**src/rtl/assert_macros.svh**
```systemverilog
// Assertion macros shared by the translator RTL modules.
// Stand-alone header with no dependencies; included by files that assert.
`ifndef ASSERT_MACROS_SVH
`define ASSERT_MACROS_SVH

// Same-cycle implication, checked on every rising clock edge out of reset.
`define ASSERT_IMPLY(label, clk, rst, ante, cons, msg) \
   label: assert property (@(posedge clk) disable iff (rst) (ante) |-> (cons)) \
      else $error(msg);

// Next-cycle implication, checked on every rising clock edge out of reset.
`define ASSERT_NEXT(label, clk, rst, ante, cons, msg) \
   label: assert property (@(posedge clk) disable iff (rst) (ante) |=> (cons)) \
      else $error(msg);

`endif

```
**src/rtl/ptfm_pkg.sv**
```systemverilog
// Shared types, constants and the attenuation table of the translator.
// No dependencies; used by every RTL module of the block.
`default_nettype none

package ptfm_pkg;

   // Divider geometry: constant dividend over a 12-bit tone period.
   localparam int QUO_W     = 22;
   localparam int PERIOD_W  = 12;
   localparam int DIV_CNT_W = 5;

   localparam logic [QUO_W-1:0] DIVIDEND   = 22'd2345678;
   localparam logic [QUO_W-1:0] NORM_LIMIT = 22'd1024;

   // Tone generator register numbers.
   localparam logic [3:0] REG_TONE_FIRST = 4'd0;
   localparam logic [3:0] REG_TONE_LAST  = 4'd5;
   localparam logic [3:0] REG_MIXER      = 4'd7;
   localparam logic [3:0] REG_LEVEL_A    = 4'd8;
   localparam logic [3:0] REG_LEVEL_C    = 4'd10;

   // FM register addresses and fixed bytes.
   localparam logic [7:0] ADDR_FREQ_BASE   = 8'hA0;
   localparam logic [7:0] ADDR_BLOCK_BASE  = 8'hB0;
   localparam logic [7:0] ADDR_NOISE_FREQ  = 8'hA7;
   localparam logic [7:0] ADDR_NOISE_BLOCK = 8'hB7;
   localparam logic [7:0] ADDR_ATTEN_BASE  = 8'h43;
   localparam logic [7:0] ADDR_NOISE_ATTEN = 8'h54;
   localparam logic [7:0] BLOCK_FLAG       = 8'h20;

   localparam logic [2:0] NOISE_ALL_OFF = 3'b111;
   localparam logic [3:0] LEVEL_OFF     = 4'd0;
   localparam logic [3:0] LEVEL_FORCED  = 4'd12;
   localparam logic [1:0] CH_FINAL      = 2'd2;

   typedef enum logic [1:0] {
      KIND_NONE,
      KIND_TONE,
      KIND_LEVEL
   } ptfm_kind_type;

   typedef enum logic [1:0] {
      RD_PERIOD_LO,
      RD_PERIOD_HI,
      RD_LEVEL
   } ptfm_rdsel_type;

   typedef enum logic [3:0] {
      ST_IDLE,
      ST_DECODE,
      ST_RD_LO,
      ST_RD_HI,
      ST_DIV_GO,
      ST_DIV_WAIT,
      ST_NORM,
      ST_T_EMIT,
      ST_L_RD,
      ST_L_CAP,
      ST_L_EMIT
   } ptfm_state_type;

   // Controller to datapath.
   typedef struct packed {
      logic           accept;
      logic           rd_en;
      ptfm_rdsel_type rd_sel;
      logic           cap_lo;
      logic           div_start;
      logic           q_load;
      logic           norm_en;
      logic           cap_lvl;
      logic           emit;
      logic           slot_inc;
      logic           ch_next;
   } ptfm_cmd_type;

   // Datapath to controller.
   typedef struct packed {
      ptfm_kind_type kind;
      logic          div_done;
      logic          norm_done;
      logic          out_free;
      logic          slot_on;
      logic          slot_final;
      logic          seq_empty;
      logic          ch_last;
   } ptfm_status_type;

   // Level to FM attenuation byte.
   function automatic logic [7:0] atten_lookup(input logic [3:0] lvl);
      logic [7:0] res;
      unique case (lvl)
         4'd0:  res = 8'hFF;
         4'd1:  res = 8'h3F;
         4'd2:  res = 8'h3F;
         4'd3:  res = 8'h3F;
         4'd4:  res = 8'h2C;
         4'd5:  res = 8'h26;
         4'd6:  res = 8'h22;
         4'd7:  res = 8'h1D;
         4'd8:  res = 8'h16;
         4'd9:  res = 8'h12;
         4'd10: res = 8'h0C;
         4'd11: res = 8'h0A;
         4'd12: res = 8'h07;
         4'd13: res = 8'h05;
         4'd14: res = 8'h02;
         4'd15: res = 8'h00;
      endcase
      return res;
   endfunction

endpackage

`default_nettype wire

```
**src/rtl/ptfm_div.sv**
```systemverilog
// Restoring divider: constant dividend over a 12-bit period, one bit per cycle.
// Depends on ptfm_pkg and assert_macros.svh.
`default_nettype none
`include "assert_macros.svh"

module ptfm_div (
   input  wire logic                          clock,
   input  wire logic                          reset,
   input  wire logic                          start,
   input  wire logic [ptfm_pkg::PERIOD_W-1:0] divisor,
   output logic                               done,
   output logic [ptfm_pkg::QUO_W-1:0]         quotient
);

   logic                               busy_ff, busy_in;
   logic                               done_ff, done_in;
   logic [ptfm_pkg::DIV_CNT_W-1:0]     cnt_ff, cnt_in;
   logic [ptfm_pkg::PERIOD_W-1:0]      rem_ff, rem_in;
   logic [ptfm_pkg::PERIOD_W-1:0]      den_ff, den_in;
   logic [ptfm_pkg::QUO_W-1:0]         quo_ff, quo_in;
   logic [ptfm_pkg::PERIOD_W:0]        partial;
   logic [ptfm_pkg::PERIOD_W:0]        diff;
   logic                               fits;

   always_comb begin
      partial = {rem_ff, ptfm_pkg::DIVIDEND[cnt_ff]};
      fits    = partial >= {1'b0, den_ff};
      diff    = partial - {1'b0, den_ff};
   end

   always_comb begin
      busy_in = busy_ff;
      done_in = 1'b0;
      cnt_in  = cnt_ff;
      rem_in  = rem_ff;
      den_in  = den_ff;
      quo_in  = quo_ff;
      if (start) begin
         den_in = divisor;
         cnt_in = ptfm_pkg::DIV_CNT_W'(ptfm_pkg::QUO_W - 1);
         rem_in = '0;
         if (divisor == '0) begin
            // A zero period stands for a quotient of one.
            quo_in  = ptfm_pkg::QUO_W'(1);
            busy_in = 1'b0;
            done_in = 1'b1;
         end else begin
            quo_in  = '0;
            busy_in = 1'b1;
         end
      end else if (busy_ff) begin
         rem_in = fits ? diff[ptfm_pkg::PERIOD_W-1:0] : partial[ptfm_pkg::PERIOD_W-1:0];
         quo_in = {quo_ff[ptfm_pkg::QUO_W-2:0], fits};
         cnt_in = cnt_ff - 1'b1;
         if (cnt_ff == '0) begin
            busy_in = 1'b0;
            done_in = 1'b1;
         end
      end
   end

   always_ff @(posedge clock) begin
      if (reset) begin
         busy_ff <= 1'b0;
         done_ff <= 1'b0;
      end else begin
         busy_ff <= busy_in;
         done_ff <= done_in;
      end
   end

   always_ff @(posedge clock) begin
      cnt_ff <= cnt_in;
      rem_ff <= rem_in;
      den_ff <= den_in;
      quo_ff <= quo_in;
   end

   assign done     = done_ff;
   assign quotient = quo_ff;

   `ASSERT_IMPLY(a_done_not_busy, clock, reset, done_ff, !busy_ff, "divider done while busy")
   `ASSERT_NEXT(a_last_step_done, clock, reset, busy_ff && (cnt_ff == '0) && !start, done_ff && !busy_ff, "divider missed its done pulse")

endmodule

`default_nettype wire

```
**src/rtl/ptfm_dp.sv**
```systemverilog
// Datapath: shadow register file, divider, normalizer and the FM write builder.
// Depends on ptfm_pkg, ptfm_div and assert_macros.svh.
`default_nettype none
`include "assert_macros.svh"

module ptfm_dp (
   input  wire logic                    clock,
   input  wire logic                    reset,
   input  wire logic [3:0]              req_reg_index,
   input  wire logic [7:0]              req_reg_value,
   input  wire logic                    csr_valid,
   input  wire logic                    csr_ready,
   input  wire logic                    csr_noise_volume_enable,
   input  wire logic                    rsp_stall,
   output logic                         rsp_valid,
   output logic [7:0]                   rsp_fm_address,
   output logic [7:0]                   rsp_fm_data,
   output logic                         rsp_last_write,
   input  wire ptfm_pkg::ptfm_cmd_type  cmd,
   output ptfm_pkg::ptfm_status_type    status
);

   // Shadow register file with per-entry valid bits; unwritten entries read zero.
   logic [7:0]  shadow_ff [16];
   logic [15:0] shadow_vld_ff, shadow_vld_in;
   logic [7:0]  rd_q_ff;
   logic        rd_vld_ff;
   logic [3:0]  rd_addr;
   logic [7:0]  rd_data;

   logic [5:0]              mix_ff, mix_in;
   logic                    nve_ff, nve_in;
   ptfm_pkg::ptfm_kind_type kind_ff, kind_in;
   logic [1:0]              ch_ff, ch_in;
   logic [1:0]              ch_last_ff, ch_last_in;
   logic [2:0]              slot_ff, slot_in;
   logic [7:0]              lo_ff, lo_in;
   logic [3:0]              lvl_ff, lvl_in;
   logic [ptfm_pkg::QUO_W-1:0] q_ff, q_in;
   logic [3:0]              shifts_ff, shifts_in;

   logic       rsp_valid_ff, rsp_valid_in;
   logic [7:0] rsp_addr_ff, rsp_addr_in;
   logic [7:0] rsp_data_ff, rsp_data_in;
   logic       rsp_last_ff, rsp_last_in;

   logic                       div_done;
   logic [ptfm_pkg::QUO_W-1:0] div_quotient;

   logic       tone_on, noise_on, all_noise, lvl_noise_on;
   logic [7:0] mask, rest;
   logic [7:0] freq_byte, block_byte, atten_byte, silent_byte;
   logic [7:0] word_addr, word_data;
   logic       word_last, out_free;

   ptfm_div u_div (
      .clock    (clock),
      .reset    (reset),
      .start    (cmd.div_start),
      .divisor  ({rd_data[3:0], lo_ff}),
      .done     (div_done),
      .quotient (div_quotient)
   );

   // Read port address for the register the controller asks for.
   always_comb begin
      unique case (cmd.rd_sel)
         ptfm_pkg::RD_PERIOD_LO: rd_addr = {1'b0, ch_ff, 1'b0};
         ptfm_pkg::RD_PERIOD_HI: rd_addr = {1'b0, ch_ff, 1'b1};
         ptfm_pkg::RD_LEVEL:     rd_addr = ptfm_pkg::REG_LEVEL_A + {2'b00, ch_ff};
         default:                rd_addr = ptfm_pkg::REG_LEVEL_A;
      endcase
   end

   always_ff @(posedge clock) begin
      if (cmd.accept) begin
         shadow_ff[req_reg_index] <= req_reg_value;
      end
      if (cmd.rd_en) begin
         rd_q_ff   <= shadow_ff[rd_addr];
         rd_vld_ff <= shadow_vld_ff[rd_addr];
      end
   end

   assign rd_data = rd_vld_ff ? rd_q_ff : 8'h00;

   // Slot masks: a tone sequence is two passes of tone then noise writes.
   always_comb begin
      tone_on      = !mix_ff[{1'b0, ch_ff}];
      noise_on     = !mix_ff[3'({1'b0, ch_ff}) + 3'd3];
      all_noise    = mix_ff[5:3] == ptfm_pkg::NOISE_ALL_OFF;
      lvl_noise_on = all_noise || nve_ff;
      if (kind_ff == ptfm_pkg::KIND_TONE) begin
         mask = {noise_on, noise_on, tone_on, tone_on, noise_on, noise_on, tone_on, tone_on};
      end else begin
         mask = {6'b000000, lvl_noise_on, 1'b1};
      end
      rest = mask >> slot_ff;
   end

   // The FM write that the current slot stands for.
   always_comb begin
      freq_byte   = q_ff[7:0];
      block_byte  = {2'b00, shifts_ff, q_ff[9:8]} | ptfm_pkg::BLOCK_FLAG;
      atten_byte  = ptfm_pkg::atten_lookup(lvl_ff);
      silent_byte = ptfm_pkg::atten_lookup(ptfm_pkg::LEVEL_OFF);
      if (kind_ff == ptfm_pkg::KIND_TONE) begin
         case (slot_ff[1:0])
            2'b00:   word_addr = ptfm_pkg::ADDR_FREQ_BASE + {6'b000000, ch_ff};
            2'b01:   word_addr = ptfm_pkg::ADDR_BLOCK_BASE + {6'b000000, ch_ff};
            2'b10:   word_addr = ptfm_pkg::ADDR_NOISE_FREQ;
            default: word_addr = ptfm_pkg::ADDR_NOISE_BLOCK;
         endcase
         word_data = slot_ff[0] ? block_byte : freq_byte;
      end else if (!slot_ff[0]) begin
         word_addr = ptfm_pkg::ADDR_ATTEN_BASE + {6'b000000, ch_ff};
         word_data = mix_ff[{1'b0, ch_ff}] ? silent_byte : atten_byte;
      end else begin
         word_addr = ptfm_pkg::ADDR_NOISE_ATTEN;
         word_data = all_noise ? silent_byte : atten_byte;
      end
      word_last = (rest == 8'd1) &&
                  ((kind_ff == ptfm_pkg::KIND_TONE) || (ch_ff == ch_last_ff));
   end

   assign out_free = !rsp_valid_ff || !rsp_stall;

   always_comb begin
      shadow_vld_in = shadow_vld_ff;
      mix_in        = mix_ff;
      nve_in        = nve_ff;
      kind_in       = kind_ff;
      ch_in         = ch_ff;
      ch_last_in    = ch_last_ff;
      slot_in       = slot_ff;
      lo_in         = lo_ff;
      lvl_in        = lvl_ff;
      q_in          = q_ff;
      shifts_in     = shifts_ff;
      rsp_addr_in   = rsp_addr_ff;
      rsp_data_in   = rsp_data_ff;
      rsp_last_in   = rsp_last_ff;
      rsp_valid_in  = rsp_valid_ff && rsp_stall;

      if (csr_valid && csr_ready) begin
         nve_in = csr_noise_volume_enable;
      end

      if (cmd.accept) begin
         shadow_vld_in[req_reg_index] = 1'b1;
         slot_in = '0;
         if (req_reg_index == ptfm_pkg::REG_MIXER) begin
            mix_in = req_reg_value[5:0];
         end
         unique case (req_reg_index) inside
            [ptfm_pkg::REG_TONE_FIRST:ptfm_pkg::REG_TONE_LAST]: begin
               kind_in    = ptfm_pkg::KIND_TONE;
               ch_in      = req_reg_index[2:1];
               ch_last_in = req_reg_index[2:1];
            end
            ptfm_pkg::REG_MIXER: begin
               kind_in    = ptfm_pkg::KIND_LEVEL;
               ch_in      = 2'd0;
               ch_last_in = ptfm_pkg::CH_FINAL;
            end
            [ptfm_pkg::REG_LEVEL_A:ptfm_pkg::REG_LEVEL_C]: begin
               kind_in    = ptfm_pkg::KIND_LEVEL;
               ch_in      = req_reg_index[1:0];
               ch_last_in = req_reg_index[1:0];
            end
            default: begin
               kind_in = ptfm_pkg::KIND_NONE;
            end
         endcase
      end

      if (cmd.cap_lo) begin
         lo_in = rd_data;
      end
      if (cmd.cap_lvl) begin
         lvl_in  = rd_data[4] ? ptfm_pkg::LEVEL_FORCED : rd_data[3:0];
         slot_in = '0;
      end
      if (cmd.q_load) begin
         q_in      = div_quotient;
         shifts_in = '0;
      end else if (cmd.norm_en && (q_ff > ptfm_pkg::NORM_LIMIT)) begin
         q_in      = q_ff >> 1;
         shifts_in = shifts_ff + 1'b1;
      end
      if (cmd.slot_inc) begin
         slot_in = slot_ff + 1'b1;
      end
      if (cmd.ch_next) begin
         ch_in = ch_ff + 1'b1;
      end
      if (cmd.emit) begin
         rsp_valid_in = 1'b1;
         rsp_addr_in  = word_addr;
         rsp_data_in  = word_data;
         rsp_last_in  = word_last;
      end
   end

   always_ff @(posedge clock) begin
      if (reset) begin
         shadow_vld_ff <= '0;
         mix_ff        <= '0;
         nve_ff        <= 1'b1;
         kind_ff       <= ptfm_pkg::KIND_NONE;
         rsp_valid_ff  <= 1'b0;
      end else begin
         shadow_vld_ff <= shadow_vld_in;
         mix_ff        <= mix_in;
         nve_ff        <= nve_in;
         kind_ff       <= kind_in;
         rsp_valid_ff  <= rsp_valid_in;
      end
   end

   always_ff @(posedge clock) begin
      ch_ff       <= ch_in;
      ch_last_ff  <= ch_last_in;
      slot_ff     <= slot_in;
      lo_ff       <= lo_in;
      lvl_ff      <= lvl_in;
      q_ff        <= q_in;
      shifts_ff   <= shifts_in;
      rsp_addr_ff <= rsp_addr_in;
      rsp_data_ff <= rsp_data_in;
      rsp_last_ff <= rsp_last_in;
   end

   always_comb begin
      status.kind       = kind_ff;
      status.div_done   = div_done;
      status.norm_done  = q_ff <= ptfm_pkg::NORM_LIMIT;
      status.out_free   = out_free;
      status.slot_on    = rest[0];
      status.slot_final = rest == 8'd1;
      status.seq_empty  = rest == 8'd0;
      status.ch_last    = ch_ff == ch_last_ff;
   end

   assign rsp_valid      = rsp_valid_ff;
   assign rsp_fm_address = rsp_addr_ff;
   assign rsp_fm_data    = rsp_data_ff;
   assign rsp_last_write = rsp_last_ff;

   `ASSERT_IMPLY(a_tone_normalized, clock, reset, cmd.emit && (kind_ff == ptfm_pkg::KIND_TONE), q_ff <= ptfm_pkg::NORM_LIMIT, "tone word emitted before normalization finished")

endmodule

`default_nettype wire

```
**src/rtl/ptfm_ctrl.sv**
```systemverilog
// Controller state machine that sequences reads, division and FM word output.
// Depends on ptfm_pkg and assert_macros.svh.
`default_nettype none
`include "assert_macros.svh"

module ptfm_ctrl (
   input  wire logic                      clock,
   input  wire logic                      reset,
   input  wire logic                      req_valid,
   output logic                           req_stall,
   input  wire ptfm_pkg::ptfm_status_type status,
   output ptfm_pkg::ptfm_cmd_type         cmd
);

   ptfm_pkg::ptfm_state_type state_ff, state_in;

   always_comb begin
      state_in = state_ff;
      unique case (state_ff)
         ptfm_pkg::ST_IDLE: begin
            if (req_valid) begin
               state_in = ptfm_pkg::ST_DECODE;
            end
         end
         ptfm_pkg::ST_DECODE: begin
            unique case (status.kind)
               ptfm_pkg::KIND_TONE:  state_in = ptfm_pkg::ST_RD_LO;
               ptfm_pkg::KIND_LEVEL: state_in = ptfm_pkg::ST_L_RD;
               default:              state_in = ptfm_pkg::ST_IDLE;
            endcase
         end
         ptfm_pkg::ST_RD_LO:  state_in = ptfm_pkg::ST_RD_HI;
         ptfm_pkg::ST_RD_HI:  state_in = ptfm_pkg::ST_DIV_GO;
         ptfm_pkg::ST_DIV_GO: state_in = ptfm_pkg::ST_DIV_WAIT;
         ptfm_pkg::ST_DIV_WAIT: begin
            if (status.div_done) begin
               state_in = ptfm_pkg::ST_NORM;
            end
         end
         ptfm_pkg::ST_NORM: begin
            if (status.norm_done) begin
               state_in = ptfm_pkg::ST_T_EMIT;
            end
         end
         ptfm_pkg::ST_T_EMIT: begin
            if (status.seq_empty) begin
               state_in = ptfm_pkg::ST_IDLE;
            end else if (status.slot_on && status.out_free && status.slot_final) begin
               state_in = ptfm_pkg::ST_IDLE;
            end
         end
         ptfm_pkg::ST_L_RD:  state_in = ptfm_pkg::ST_L_CAP;
         ptfm_pkg::ST_L_CAP: state_in = ptfm_pkg::ST_L_EMIT;
         ptfm_pkg::ST_L_EMIT: begin
            if (status.slot_on && status.out_free && status.slot_final) begin
               state_in = status.ch_last ? ptfm_pkg::ST_IDLE : ptfm_pkg::ST_L_RD;
            end
         end
         default: state_in = ptfm_pkg::ST_IDLE;
      endcase
   end

   always_comb begin
      cmd        = '0;
      cmd.rd_sel = ptfm_pkg::RD_PERIOD_LO;
      req_stall  = state_ff != ptfm_pkg::ST_IDLE;
      unique case (state_ff)
         ptfm_pkg::ST_IDLE: begin
            cmd.accept = req_valid;
         end
         ptfm_pkg::ST_RD_LO: begin
            cmd.rd_en  = 1'b1;
            cmd.rd_sel = ptfm_pkg::RD_PERIOD_LO;
         end
         ptfm_pkg::ST_RD_HI: begin
            cmd.cap_lo = 1'b1;
            cmd.rd_en  = 1'b1;
            cmd.rd_sel = ptfm_pkg::RD_PERIOD_HI;
         end
         ptfm_pkg::ST_DIV_GO: begin
            cmd.div_start = 1'b1;
         end
         ptfm_pkg::ST_DIV_WAIT: begin
            cmd.q_load = status.div_done;
         end
         ptfm_pkg::ST_NORM: begin
            cmd.norm_en = 1'b1;
         end
         ptfm_pkg::ST_T_EMIT: begin
            if (!status.seq_empty) begin
               if (!status.slot_on) begin
                  cmd.slot_inc = 1'b1;
               end else if (status.out_free) begin
                  cmd.emit     = 1'b1;
                  cmd.slot_inc = 1'b1;
               end
            end
         end
         ptfm_pkg::ST_L_RD: begin
            cmd.rd_en  = 1'b1;
            cmd.rd_sel = ptfm_pkg::RD_LEVEL;
         end
         ptfm_pkg::ST_L_CAP: begin
            cmd.cap_lvl = 1'b1;
         end
         ptfm_pkg::ST_L_EMIT: begin
            if (status.slot_on && status.out_free) begin
               cmd.emit     = 1'b1;
               cmd.slot_inc = 1'b1;
               cmd.ch_next  = status.slot_final && !status.ch_last;
            end
         end
         default: begin
            cmd.accept = 1'b0;
         end
      endcase
   end

   always_ff @(posedge clock) begin
      if (reset) begin
         state_ff <= ptfm_pkg::ST_IDLE;
      end else begin
         state_ff <= state_in;
      end
   end

   `ASSERT_IMPLY(a_emit_when_free, clock, reset, cmd.emit, status.out_free && status.slot_on, "word emitted into a busy output register")

endmodule

`default_nettype wire

```
**src/rtl/psg_to_fm_register_translator.sv**
```systemverilog
// A tone period write holds the block through accept, decode, the two period reads, the
//    divider and the normalizer, then the slot steps, and longer while an FM write stalls.
// A level write holds it through accept, decode and, for each refreshed channel, a read,
//    a capture and its slots; other registers free it right after decode.
// Throughput: one word in flight; the next word is taken once the last FM write is registered.
// Reset (synchronous, active high) clears the shadow file to zero and sets noise_volume_enable.
`default_nettype none

// Top level of the tone generator to FM register translator.
// Depends on ptfm_pkg, ptfm_ctrl and ptfm_dp.
//
// Each accepted word is one write to a tone generator register. The datapath stores it in
// the shadow file, and the controller then walks a short list of output slots. For a tone
// period register the slots are two identical passes of (frequency, block) pairs for the
// tone voice and for the noise voice, each pair gated by its mixer bit. For the mixer and
// the level registers each refreshed channel has an attenuation slot and a noise
// attenuation slot. Disabled slots are skipped, and the final word that is actually
// written carries the last flag.
//
// The output register decouples the result channel, so a new word can be accepted while
// the final FM write still waits on a stalled consumer.
module psg_to_fm_register_translator (
   input  wire logic       clock,
   input  wire logic       reset,
   // Tone generator register writes.
   input  wire logic       req_valid,
   output logic            req_stall,
   input  wire logic [3:0] req_reg_index,
   input  wire logic [7:0] req_reg_value,
   // FM register writes.
   output logic            rsp_valid,
   input  wire logic       rsp_stall,
   output logic [7:0]      rsp_fm_address,
   output logic [7:0]      rsp_fm_data,
   output logic            rsp_last_write,
   // Configuration write port.
   input  wire logic       csr_valid,
   output logic            csr_ready,
   input  wire logic       csr_noise_volume_enable
);

   ptfm_pkg::ptfm_cmd_type    cmd;
   ptfm_pkg::ptfm_status_type status;

   // The configuration register is a single flop; writes always complete at once.
   assign csr_ready = 1'b1;

   ptfm_ctrl u_ctrl (
      .clock     (clock),
      .reset     (reset),
      .req_valid (req_valid),
      .req_stall (req_stall),
      .status    (status),
      .cmd       (cmd)
   );

   ptfm_dp u_dp (
      .clock                   (clock),
      .reset                   (reset),
      .req_reg_index           (req_reg_index),
      .req_reg_value           (req_reg_value),
      .csr_valid               (csr_valid),
      .csr_ready               (csr_ready),
      .csr_noise_volume_enable (csr_noise_volume_enable),
      .rsp_stall               (rsp_stall),
      .rsp_valid               (rsp_valid),
      .rsp_fm_address          (rsp_fm_address),
      .rsp_fm_data             (rsp_fm_data),
      .rsp_last_write          (rsp_last_write),
      .cmd                     (cmd),
      .status                  (status)
   );

endmodule

`default_nettype wire

```
**config.mk**
```make
export PLATFORM = sky130hd
export DESIGN_NAME = psg_to_fm_register_translator
export DESIGN_NICKNAME = d
export VERILOG_FILES = /design/src/rtl/ptfm_pkg.sv /design/src/rtl/ptfm_div.sv /design/src/rtl/ptfm_dp.sv /design/src/rtl/ptfm_ctrl.sv /design/src/rtl/psg_to_fm_register_translator.sv
export VERILOG_INCLUDE_DIRS = /design/src /design/src/rtl
export SDC_FILE = /design/constraint.sdc
export NUM_CORES = 1
export LEC_CHECK = 0
export BUFFER_PORTS_ARGS = -buffer_cell sky130_fd_sc_hd__buf_4
export CORE_ASPECT_RATIO = 0.6
export CORE_MARGIN = 4
export CORE_UTILIZATION = 35
export CTS_BUF_LIST = sky130_fd_sc_hd__clkbuf_4 sky130_fd_sc_hd__clkbuf_8 sky130_fd_sc_hd__clkbuf_16
export DETAILED_ROUTE_END_ITERATION = 7
export PLACE_DENSITY = 0.54
export SYNTH_ARGS = -nofsm -noshare
export SYNTH_HDL_FRONTEND = slang
export SYNTH_HIERARCHICAL = 1
export SYNTH_SLANG_ARGS = --single-unit
```
**constraint.sdc**
```tcl
create_clock -name clock -period 4.7 [get_ports clock]
set_input_delay 0 -clock clock [delete_from_list [all_inputs] [get_ports clock]]
set_output_delay 0 -clock clock [all_outputs]
set_load 0.02 [all_outputs]
```
==> results.tsv <==
stage	metric	value	unit
status	status	finished clean	
final_layout	area_growth	15.11	%
final_layout	regArea	6977	um2
synthesis	synth_edf_count	195	
floorplan	initial_utilization	35.44	%
synthesis	synth_seq_cells	251	
clock_network	insertion_delay	540	ps
synthesis	ys_warn_count	6	
floorplan	ios	38	
critical_path	path_cells	inv_1 -> ha_1 -> mux4_2 -> o2bb2ai_1 -> or3_1 -> a21oi_1 -> and3_1 -> nor4b_1 -> mux2_2	
grt	grt_pass1_vias	7043	
job	maxCapViolCount	0	
grt	grt_pass1_wl	42.49	mm
pwr	p_total	6.681	mW
timing	hold_viol_final	0	
timing	max_slew_margin	24.79	%
clock_network	cts_max_level	1	
synthesis	avgSynthCellArea	12.61	um2
critical_path	slowest_stage	nor4b_1	
final_layout	num_antenna_cells	0	
timing	slew_viol_final	0	
critical_path	critPathKind	reg -> reg	
timing	tightest_slew	1124	ps
floorplan	fp.dieW	241.9	um
synthesis	synth_area	11490	um2
grt	grt-ovfl-total	0	
final_layout	final_cell_mix	195 x edfxtp_1, 63 x nor2_1, 56 x dfxtp_1	
synthesis	ys_top_cells_by_area	edfxtp_1 51%, dfxtp_1 9.8%, mux2_2 3.1%	
timing	layout_min_cycle_time	3671	ps
clock_network	cts_tree	done	
grt	antenna_found_initial	0	
critical_path	crit_family	simple AND/OR/NAND/NOR gates	
synthesis	synth_cell_types	85	
clock_network	cts.sinks	251	
routing	wl_per_cell	19.67	um
routing	viasPerCell	5.329	
final_layout	n_fill_cell	3059	
routing	drt_pre_antenna_iters	5	
place	gp_congestion	0.7996	
pwr	power_leakage	4.662	nW
routing	wl	27.51	mm
clock_network	cts_repair_resize_count	0	
synthesis	synth_ff_type	edfxtp_1	
synthesis	yosysTopAreaCell	edfxtp_1	
grt	grt.total_usage	15.02	%
critical_path	critPathBufInv	1	
critical_path	critPathCaptureType	flop	
critical_path	critPathMaxStageDelay	620	ps
floorplan	fp.coreArea	32420	um2
synthesis	async_reset_ff_share	0	%
clock_network	clockRootBuffer	clkbuf_16	
synthesis	yosysSeqAreaShare	60.73	%
clock_network	clock_path_buffers	3	
final_layout	drive_gt1_share	17.13	%
pwr	p_per_area	505.3	nW/um2
routing	num_vias	7455	
floorplan	die_h	148.3	um
pwr	peakVddDrop	0.0002787	V
critical_path	path_max_fanout	9	
grt	grt_max_degree	48	
timing	timing.setup.tns	0	ps
place	hpwlAfterDp	18.56	mm
final_layout	layout_commonest_cell	edfxtp_1	
timing	clock.fmax	272.4	MHz
floorplan	row_count	51	
routing	ant_nets	0	
hold_path	hp-class	in -> reg	
place	port_buffers	35	
routing	first_iter_violations	676	
final_layout	nets	994	
routing	drc	0	
clock_network	path_clk_slew	60	ps
timing	finalCritPeriodShare	78.11	%
timing	fin_skew	14.55	ps
critical_path	cp.arrival	3960	ps
final_layout	final_core_util	40.79	%
timing	setup_viol	0	
floorplan	dieArea	35880	um2
critical_path	crit_required	4990	ps
final_layout	multiInputGateArea	4164	um2
timing	rsz0062_at_grt	false	
synthesis	synth.top_cell.area_share	50.97	%
critical_path	startpoint_type	flop	
clock_network	cts_inserted_buffers	27	
synthesis	synth_cells	911	
==> sequential cells by signal, indices dropped and copies added, names as in the netlist, 8 cells and up <==
register,cells
u_dp/u_div/rem_ff,12
u_dp/rd_q_ff,8
u_dp/shadow_vld_ff,12
u_dp/q_ff,22
u_dp/shadow_ff,96
u_dp/rsp_fm_data,8
u_dp/lo_ff,8
u_dp/u_div/quotient,22
u_dp/u_div/den_ff,12
==> cell usage after synthesis, drive strengths merged (12+ instances only) <==
master	n
ha	21
mux2	33
nand3	27
edfxtp	195
nor2b	32
clkbuf	32
inv	31
nand2b	17
buf	22
and2	17
nand2	40
dfxtp	56
nor3	12
a21oi	53
mux2i	29
nor2	66
o21ai	40
==> worst paths after layout <==
check,start,endpoint,slack [ps],cells after the start
max,u_dp/ch_ff[1],u_dp/ch_ff[0],1030,9
max reg2reg,u_dp/ch_ff[1],u_dp/ch_ff[0],1030,9
min,csr_valid,u_dp/nve_ff,270,3
min reg2reg,u_dp/lo_ff[6],u_dp/u_div/den_ff[6],460,0
==> routing by layer <==
metal	up-vias	routed length, um	track usage [%]
li1	3530	-	-
met4	0	525	3.334
met3	36	1704	3.459
met1	3675	14700	24.74
met5	-	0	0
met2	214	10580	19.57
==> kinds of logic (layout without fill, tap and decap cells) <==
kind of cell / after synthesis / count (layout) / share of synthesized area, %
fa+ha+maj: 23 / 23 / 2.549
compound gates: 189 / 189 / 11.64
xor+xnor: 12 / 12 / 0.9149
flops: 251 / 251 / 60.73
other cells: 2 / 4 / 0.06538
simple gates: 276 / 276 / 12.91
buf+inv: 85 / 147 / 3.268
mux: 73 / 73 / 7.919
==> layout make-up <==
class	count	share of cell area, %
repair buffers	66	4.088
inverters	31	0.8800
clock buffers	42	6.151
clock inverters	8	0.6151
flip-flops and latches	251	52.76
multi-input cells	577	31.49
well taps	424	4.012
==> per-stage QoR <==
| step | cells | hold WS [ps] | instance area, um2 | setup slack [ps] |
|---|---|---|---|---|
| global route | 1399 | 285.1 | 13220 | 715.6 |
| finish | 1399 | 274.5 | 13220 | 1029 |
| global placement | 1331 | 240.6 | 12150 | 1227 |
| detailed placement | 1331 | 245.7 | 12150 | 1066 |
| floorplan | 913 | 69.07 | 11490 | 1053 |
| CTS | 1399 | 228.3 | 13220 | 1048 |
==> timing repair <==
action | CTS | global route
endpoints found under the hold margin | 143 | 0
buffers inserted | 0 | 0
hold buffers | 18 | 0
==> tightest hold or removal path: stages <==
cell and delay [ps]:
buf_4 80, a311o_1 150, dlygate4sd3_1 550
==> report_power, final <==
group          leakage, nW  switching, mW  total, mW  internal [mW]
clock                0.437          0.849       2.10           1.25
sequential            2.23          0.220       2.93           2.71
combinational         2.00           1.02       1.66          0.639
total                 4.66           2.09       6.68           4.59
No activity file was read; power rests on OpenSTA's default activity.
